File: config.mk
export PLATFORM = sky130hd
export DESIGN_NAME = nonpreemptive_priority_scheduler
export DESIGN_NICKNAME = d
export VERILOG_FILES = /design/src/hw/rtl/nps_pkg.sv /design/src/hw/rtl/nps_ctrl.sv /design/src/hw/rtl/nps_datapath.sv /design/src/hw/rtl/nonpreemptive_priority_scheduler.sv
export SDC_FILE = /design/constraint.sdc
export NUM_CORES = 1
export LEC_CHECK = 0
export BUFFER_PORTS_ARGS = -buffer_cell sky130_fd_sc_hd__buf_4
export CAP_MARGIN = 20
export CORE_MARGIN = 8
export CORE_UTILIZATION = 50
export CTS_CLUSTER_SIZE = 28
export DETAILED_ROUTE_END_ITERATION = 10
export GPL_ROUTABILITY_DRIVEN = 0
export MAX_ROUTING_LAYER = met4
export PLACE_DENSITY = 0.71
export SLEW_MARGIN = 20
export SYNTH_ARGS = -nofsm -noshare
export SYNTH_HDL_FRONTEND = slang
export SYNTH_SLANG_ARGS = --single-unit
File: constraint.sdc
create_clock -name clk -period 7.15 [get_ports clk]
set_clock_uncertainty 0.15 [all_clocks]
set_input_delay 0 -clock clk [delete_from_list [all_inputs] [get_ports clk]]
set_output_delay 0 -clock clk [all_outputs]
set_load 0.01 [all_outputs]
File: src/hw/rtl/nps_pkg.sv
// shared types and constants of the non-preemptive priority scheduler
package nps_pkg;

  localparam int ARR_W  = 16;
  localparam int BURST_W = 16;
  localparam int PRIO_W = 8;
  localparam int TIME_W = 21;
  localparam int ID_W   = 5;

  typedef struct packed {
    logic [ARR_W-1:0]   arrival_time;
    logic [BURST_W-1:0] burst_time;
    logic [PRIO_W-1:0]  priority_req;
    logic               last_job;
  } job_req_t;

  typedef struct packed {
    logic [ID_W-1:0]   job_id;
    logic [TIME_W-1:0] completion_time;
    logic [TIME_W-1:0] turnaround_time;
    logic [TIME_W-1:0] waiting_time;
    logic              last_result;
  } job_res_t;

  typedef struct packed {
    logic [ARR_W-1:0]   arrival;
    logic [BURST_W-1:0] burst;
    logic [PRIO_W-1:0]  prio;
  } job_entry_t;

  typedef enum logic [2:0] {
    ST_IDLE,
    ST_SCAN,
    ST_DRAIN,
    ST_DECIDE,
    ST_RESULT
  } state_t;

  typedef struct packed {
    logic load;
    logic scan_start;
    logic issue;
    logic decide;
    logic jump;
    logic commit;
  } nps_cmd_t;

  typedef struct packed {
    logic last_issue;
    logic pick_valid;
    logic out_free;
    logic final_job;
  } nps_sts_t;

endpackage

File: src/hw/rtl/nps_ctrl.sv
// scheduler controller state machine
module nps_ctrl (
  input  logic                clk,
  input  logic                rst,
  input  logic                job_valid,
  input  logic                job_last,
  output logic                job_stall,
  input  nps_pkg::nps_sts_t   sts,
  output nps_pkg::nps_cmd_t   cmd
);

  nps_pkg::state_t state, state_next;

  always_ff @(posedge clk) begin
    if (rst) begin
      state <= nps_pkg::ST_IDLE;
    end else begin
      state <= state_next;
    end
  end

  always_comb begin
    state_next = state;
    unique case (state)
      nps_pkg::ST_IDLE: begin
        if (job_valid && job_last) begin
          state_next = nps_pkg::ST_SCAN;
        end
      end
      nps_pkg::ST_SCAN: begin
        if (sts.last_issue) begin
          state_next = nps_pkg::ST_DRAIN;
        end
      end
      nps_pkg::ST_DRAIN: begin
        state_next = nps_pkg::ST_DECIDE;
      end
      nps_pkg::ST_DECIDE: begin
        if (sts.pick_valid) begin
          state_next = nps_pkg::ST_RESULT;
        end else begin
          state_next = nps_pkg::ST_SCAN;
        end
      end
      nps_pkg::ST_RESULT: begin
        if (sts.out_free) begin
          state_next = sts.final_job ? nps_pkg::ST_IDLE : nps_pkg::ST_SCAN;
        end
      end
      default: state_next = nps_pkg::ST_IDLE;
    endcase
  end

  always_comb begin
    cmd       = '0;
    job_stall = 1'b1;
    unique case (state)
      nps_pkg::ST_IDLE: begin
        job_stall      = 1'b0;
        cmd.load       = job_valid;
        cmd.scan_start = job_valid && job_last;
      end
      nps_pkg::ST_SCAN: begin
        cmd.issue = 1'b1;
      end
      nps_pkg::ST_DRAIN: begin
      end
      nps_pkg::ST_DECIDE: begin
        cmd.decide     = sts.pick_valid;
        cmd.jump       = !sts.pick_valid;
        cmd.scan_start = !sts.pick_valid;
      end
      nps_pkg::ST_RESULT: begin
        cmd.commit     = sts.out_free;
        cmd.scan_start = sts.out_free && !sts.final_job;
      end
      default: begin
      end
    endcase
  end

endmodule

File: src/hw/rtl/nps_datapath.sv
// job store, selection scan, time keeping and result register
module nps_datapath #(
  parameter int MAX_JOBS = 16
) (
  input  logic                clk,
  input  logic                rst,
  input  nps_pkg::job_req_t   job,
  input  nps_pkg::nps_cmd_t   cmd,
  output nps_pkg::nps_sts_t   sts,
  output logic                result_valid,
  input  logic                result_stall,
  output nps_pkg::job_res_t   result
);

  localparam int IDX_W = (MAX_JOBS > 1) ? $clog2(MAX_JOBS) : 1;
  localparam int CNT_W = $clog2(MAX_JOBS + 1);

  nps_pkg::job_entry_t store [MAX_JOBS];
  nps_pkg::job_entry_t rd_data;

  logic [MAX_JOBS-1:0]          done_flags;
  logic [CNT_W-1:0]             job_count;
  logic [CNT_W-1:0]             done_cnt;
  logic [nps_pkg::TIME_W-1:0]   cur_time;
  logic [IDX_W-1:0]             addr;
  logic [IDX_W-1:0]             rd_idx;
  logic                         rd_vld;

  logic                         pick_vld;
  logic [IDX_W-1:0]             pick_idx;
  logic [nps_pkg::PRIO_W-1:0]   pick_prio;
  logic [nps_pkg::ARR_W-1:0]    pick_arr;
  logic [nps_pkg::BURST_W-1:0]  pick_burst;
  logic                         min_vld;
  logic [nps_pkg::ARR_W-1:0]    min_arr;

  logic [nps_pkg::TIME_W-1:0]   ct;
  logic [nps_pkg::TIME_W-1:0]   wt;
  logic [IDX_W:0]               id_ext;
  logic                         cand_open;
  logic                         cand_ready;
  logic                         cand_better;

  // job store
  always_ff @(posedge clk) begin
    if (cmd.load && (job_count < CNT_W'(MAX_JOBS))) begin
      store[job_count[IDX_W-1:0]] <= '{arrival: job.arrival_time,
                                       burst:   job.burst_time,
                                       prio:    job.priority_req};
    end
    if (cmd.issue) begin
      rd_data <= store[addr];
    end
  end

  always_ff @(posedge clk) begin
    rd_idx <= addr;
    if (cmd.scan_start) begin
      addr <= '0;
    end else if (cmd.issue) begin
      addr <= addr + 1'b1;
    end
  end

  always_ff @(posedge clk) begin
    if (rst) begin
      rd_vld <= 1'b0;
    end else begin
      rd_vld <= cmd.issue;
    end
  end

  assign cand_open   = rd_vld && !done_flags[rd_idx];
  assign cand_ready  = {{(nps_pkg::TIME_W - nps_pkg::ARR_W){1'b0}}, rd_data.arrival} <= cur_time;
  assign cand_better = !pick_vld || (rd_data.prio < pick_prio) ||
                       ((rd_data.prio == pick_prio) && (rd_data.arrival < pick_arr));

  // candidate tracking over one pass
  always_ff @(posedge clk) begin
    if (rst || cmd.scan_start) begin
      pick_vld <= 1'b0;
      min_vld  <= 1'b0;
    end else if (cand_open) begin
      if (!min_vld || (rd_data.arrival < min_arr)) begin
        min_vld <= 1'b1;
        min_arr <= rd_data.arrival;
      end
      if (cand_ready && cand_better) begin
        pick_vld   <= 1'b1;
        pick_idx   <= rd_idx;
        pick_prio  <= rd_data.prio;
        pick_arr   <= rd_data.arrival;
        pick_burst <= rd_data.burst;
      end
    end
  end

  // completion and waiting time of the chosen job
  always_ff @(posedge clk) begin
    if (cmd.decide) begin
      ct <= cur_time + {{(nps_pkg::TIME_W - nps_pkg::BURST_W){1'b0}}, pick_burst};
      wt <= cur_time - {{(nps_pkg::TIME_W - nps_pkg::ARR_W){1'b0}}, pick_arr};
    end
  end

  assign id_ext = {1'b0, pick_idx} + 1'b1;

  // set state
  always_ff @(posedge clk) begin
    if (rst) begin
      job_count  <= '0;
      done_cnt   <= '0;
      cur_time   <= '0;
      done_flags <= '0;
    end else begin
      if (cmd.load && (job_count < CNT_W'(MAX_JOBS))) begin
        job_count <= job_count + 1'b1;
      end
      if (cmd.jump) begin
        cur_time <= {{(nps_pkg::TIME_W - nps_pkg::ARR_W){1'b0}}, min_arr};
      end
      if (cmd.commit) begin
        if (sts.final_job) begin
          job_count  <= '0;
          done_cnt   <= '0;
          cur_time   <= '0;
          done_flags <= '0;
        end else begin
          done_cnt             <= done_cnt + 1'b1;
          cur_time             <= ct;
          done_flags[pick_idx] <= 1'b1;
        end
      end
    end
  end

  // result register
  always_ff @(posedge clk) begin
    if (rst) begin
      result_valid <= 1'b0;
    end else if (cmd.commit) begin
      result_valid <= 1'b1;
    end else if (!result_stall) begin
      result_valid <= 1'b0;
    end
  end

  always_ff @(posedge clk) begin
    if (cmd.commit) begin
      result.job_id          <= nps_pkg::ID_W'(id_ext);
      result.completion_time <= ct;
      result.turnaround_time <= ct - {{(nps_pkg::TIME_W - nps_pkg::ARR_W){1'b0}}, pick_arr};
      result.waiting_time    <= wt;
      result.last_result     <= sts.final_job;
    end
  end

  assign sts.last_issue = cmd.issue && (CNT_W'(addr) == job_count - CNT_W'(1));
  assign sts.pick_valid = pick_vld;
  assign sts.out_free   = !result_valid || !result_stall;
  assign sts.final_job  = (done_cnt + 1'b1) == job_count;

  a_commit_has_pick: assert property (@(posedge clk) disable iff (rst)
    cmd.commit |-> pick_vld)
    else $error("result committed without a chosen job");

  a_jump_has_min: assert property (@(posedge clk) disable iff (rst)
    cmd.jump |-> min_vld)
    else $error("time jump without an unfinished job");

  a_commit_in_range: assert property (@(posedge clk) disable iff (rst)
    cmd.commit |-> (done_cnt < job_count))
    else $error("more results than stored jobs");

  a_final_empties: assert property (@(posedge clk) disable iff (rst)
    cmd.commit && sts.final_job |=> (job_count == '0) && (done_flags == '0))
    else $error("job set not cleared after final result");

endmodule

File: src/hw/rtl/nonpreemptive_priority_scheduler.sv
// top level of the non-preemptive priority scheduler
// Jobs enter on the job channel (job_valid / job_stall / job), one request
// per cycle while the block is loading, numbered from 1 in load order. Up to
// MAX_JOBS jobs are kept; further jobs are dropped. A request with last_job
// set starts the schedule, and job_stall stays high until the schedule is
// done. Results leave on the result channel (result_valid / result_stall /
// result), one request per job in run order, last_result set on the final one.
// Each decision scans the stored jobs through the job memory, one entry a
// cycle; when no job is ready, time jumps to the next arrival and the scan
// repeats. A result waits in the output register while result_stall is high,
// and the next decision holds until that register is free. Reset clears the
// job count, the finished flags, the time and the output valid; the job
// memory needs no clearing.
module nonpreemptive_priority_scheduler #(
  parameter int MAX_JOBS = 16
) (
  input  logic               clk,
  input  logic               rst,
  input  logic               job_valid,
  output logic               job_stall,
  input  nps_pkg::job_req_t  job,
  output logic               result_valid,
  input  logic               result_stall,
  output nps_pkg::job_res_t  result
);

  nps_pkg::nps_cmd_t cmd;
  nps_pkg::nps_sts_t sts;

  nps_ctrl u_ctrl (
    .clk       (clk),
    .rst       (rst),
    .job_valid (job_valid),
    .job_last  (job.last_job),
    .job_stall (job_stall),
    .sts       (sts),
    .cmd       (cmd)
  );

  nps_datapath #(
    .MAX_JOBS (MAX_JOBS)
  ) u_datapath (
    .clk          (clk),
    .rst          (rst),
    .job          (job),
    .cmd          (cmd),
    .sts          (sts),
    .result_valid (result_valid),
    .result_stall (result_stall),
    .result       (result)
  );

endmodule

==> impl_metrics.json <==
{
  "clockBufferDepth": 3,
  "rsz0062_at_grt": "false",
  "io_pins": 116,
  "timing.rr.end": "u_datapath.ct[20]$_DFFE_PP_",
  "clkTransAtPathRegs_ns": 0.06,
  "clk_latency_ns": 0.63,
  "synth_fp_nets": 2170,
  "rows": 100,
  "synth_seq_area_share": 0.720,
  "cts_sinks": 913,
  "synth_area_leaders": "edfxtp_1 (69%), mux4_2 (12%), ha_1 (3.8%), dfxtp_1 (3.3%), a21oi_1 (1.0%)",
  "yosysWarnings": 0,
  "grt_start_max_net_pins": 74,
  "n_fill_cell": 5437,
  "power.static_leakage_uw": 0.0143,
  "synth_cells": 2009,
  "yosysUniqueCellTypes": 64,
  "crit_path_end_kind": "flop",
  "synth_top_cell_area_share": 0.687,
  "reg2reg_depth": 10,
  "root_buffer": "clkbuf_16",
  "vias": 19428,
  "dp_hpwl_um": 46600,
  "critPathCapture": "u_datapath.ct[20]$_DFFE_PP_",
  "crit_required_ns": 7.48,
  "critical_path_arrival_ns": 3.82,
  "synth-edff-count": 851,
  "cts_tree": "yes",
  "wl_per_cell_um": 25.1,
  "start_util": 0.502,
  "synthTopCellsByCount": "edfxtp_1 (851), mux4_2 (204), ha_1 (113)",
  "crit_fanout": 5,
  "grt_pass1_wl_um": 123000,
  "finalSetupViolCount": 0,
  "cts_buffers": 90,
  "final_antenna_net_count": 0,
  "outcome": "finished, final reports clean",
  "finalNetCount": 2379,
  "ys.flop_type": "edfxtp_1",
  "synth_area_leader_cell": "edfxtp_1",
  "fin_ws_ns": 3.66,
  "drc": 0,
  "synth-seq-cells": 913,
  "slew_headroom": 0.262,
  "fin_util": 0.577,
  "final_layout_size_suffix_gt1_frac": 0.227,
  "grtUsageTotal": 0.202,
  "total_power_uw": 14100,
  "worst_hold_path_type": "input port to flop",
  "regToRegStartpoint": "u_datapath.cur_time[0]$_SDFFE_PP0P_",
  "drv_cap": 0,
  "io_buffers": 115,
  "crit_path_start_kind": "flop",
  "core_mm2": 0.0741,
  "hold_viol": 0,
  "synth.avg_cell_area_um2": 18.5,
  "r2r_slack_ns": 3.66,
  "overflow": 0,
  "netlist_area_mm2": 0.0372,
  "fin_crit_ns": 3.49,
  "fmax_mhz": 287,
  "powerDensity_mw_per_mm2": 330,
  "first_iter_violations": 1615,
  "worst_pin_slew_ns": 1.11,
  "slowest_stage": "or4b_2",
  "ir_drop_uv": 182,
  "die_h_um": 289,
  "yosysMostFrequentCell": "edfxtp_1",
  "die_area_mm2": 0.0834,
  "critPathKind": "flop to flop",
  "fin_hold_ws_ns": 0.0644,
  "startpoint": "u_datapath.cur_time[0]$_SDFFE_PP0P_",
  "viasPerCell": 5.95,
  "grt_antenna_before_repair": 6,
  "setup_tns_ns": 0,
  "wl_um": 81900,
  "seqCellArea_mm2": 0.0268,
  "first_pass_iters": 8,
  "async_reset_ff_frac": 0,
  "drv_slew": 0,
  "syn_to_final_growth_pct": 14.9,
  "h-tree-depth": 3,
  "fin_crit_sh": 0.488,
  "crit_chain": "ha_1 > inv_1 > fa_1 > and2b_1 > o2111ai_1 > a21oi_1 > o32ai_1 > o21ai_0 > or4b_2 > nand3_1",
  "slowest_delay_ns": 0.64,
  "grt_pass1_vias": 19931,
  "dp_slack_ns": 3.72,
  "multi_input_area_mm2": 0.00993,
  "chipWidth_um": 289
}
==> per-layer routing <==
layer | share of wire | wire length [um] | vias up | GRT usage
li1 | - | - | 8529 | -
met1 | 0.40 | 33000 | 10005 | 0.256
met2 | 0.51 | 41900 | 758 | 0.341
met3 | 0.064 | 5220 | 136 | 0.0303
met4 | 0.021 | 1690 | 0 | 0.0531
met5 | 0 | 0 | - | -
==> how the worst min path moves through the flow <==
stage            start                            endpoint  slack [ns]  depth (start not counted)
2_1_floorplan   job[1]    u_datapath.store[0][0]$_DFFE_PP_       -0.05                          0
3_3_place_gp   job[33]   u_datapath.store[7][32]$_DFFE_PP_        0.13                          1
3_5_place_dp    job[5]    u_datapath.store[9][4]$_DFFE_PP_        0.15                          1
4_1_cts        job[16]  u_datapath.store[12][15]$_DFFE_PP_        0.04                          2
5_1_grt         job[9]   u_datapath.store[10][8]$_DFFE_PP_        0.07                          2
6_report       job[25]  u_datapath.store[13][24]$_DFFE_PP_        0.06                          2
==> report_power, final <==
| part | leakage (uW) | total (uW) | internal, uW | switching [uW] |
|---|---|---|---|---|
| clock | 0.00142 | 4590 | 2630 | 1960 |
| sequential | 0.00818 | 6730 | 6340 | 387 |
| combinational | 0.00472 | 2800 | 1380 | 1420 |
| total | 0.0143 | 14100 | 10400 | 3770 |
==> cell type report <==
type / count / area share
Sequential cell: 913 / 0.627
Tap cell: 969 / 0.0284
Clock buffer: 113 / 0.0567
Antenna cell: 6 / 0.000351
Timing Repair Buffer: 193 / 0.0366
Multi-Input combinational cell: 930 / 0.232
Clock inverter: 52 / 0.0110
Inverter: 90 / 0.00790
==> layout by cell type (no fill, tap or decap), drive strengths merged, types with 14 or more instances in the layout <==
| cell | instances |
|---|---|
| clkbuf | 113 |
| a21o | 24 |
| mux4 | 204 |
| inv | 93 |
| nor3 | 32 |
| nor2 | 99 |
| buf | 147 |
| xor2 | 22 |
| edfxtp | 851 |
| nand3 | 20 |
| xnor2 | 42 |
| o21ai | 40 |
| a21oi | 78 |
| dfxtp | 62 |
| dlygate4sd3 | 46 |
| a211oi | 27 |
| a221oi | 20 |
| nand2 | 51 |
| ha | 113 |
| nand2b | 14 |
| clkinv | 40 |
==> registers in the layout, indices dropped and copies added, names as in the netlist, 16 cells and up <==
signal,count
u_datapath.ct,21
u_datapath.cur_time,21
u_datapath.store,640
u_datapath.min_arr,16
u_datapath.wt,21
u_datapath.rd_data,40
u_datapath.pick_arr,16
u_datapath.pick_burst,16
u_datapath.done_flags,16
u_datapath.result,69
==> worst max-delay path: cells and delay by family (launching register included) <==
kind,cells,cell delay [ns]
adder cells (fa/ha/maj),2,0.66
AO/OA/AOI/OAI,4,1.11
AND/OR/NAND/NOR,3,0.98
buffers and inverters,1,0.07
flip-flops,1,0.36
==> kinds of logic (layout without fill, tap and decap cells) <==
logic type	Yosys count	count (layout)	share of synthesized area
buffers and inverters	166	448	0.0170
flip-flops	913	913	0.720
multiplexers	210	210	0.125
AO/OA/AOI/OAI	256	256	0.0457
adder cells (fa/ha/maj)	116	116	0.0396
XOR/XNOR	64	64	0.0151
other	0	6	0
AND/OR/NAND/NOR	284	284	0.0376
==> metrics by stage <==
stage | instances | instance area, um^2
floorplan | 2009 | 37200
global placement | 3049 | 39400
detailed placement | 3049 | 39400
CTS | 3260 | 42700
global route | 3266 | 42800
finish | 3266 | 42800
==> what timing repair did <==
item | 4_1_cts | 5_1_grt
setup buffers | 0 | 0
endpoints found under the hold margin | 676 | 0
resized for setup | 0 | 0
hold buffers | 46 | 0
Note: power is estimated with default switching activity, not from simulation.
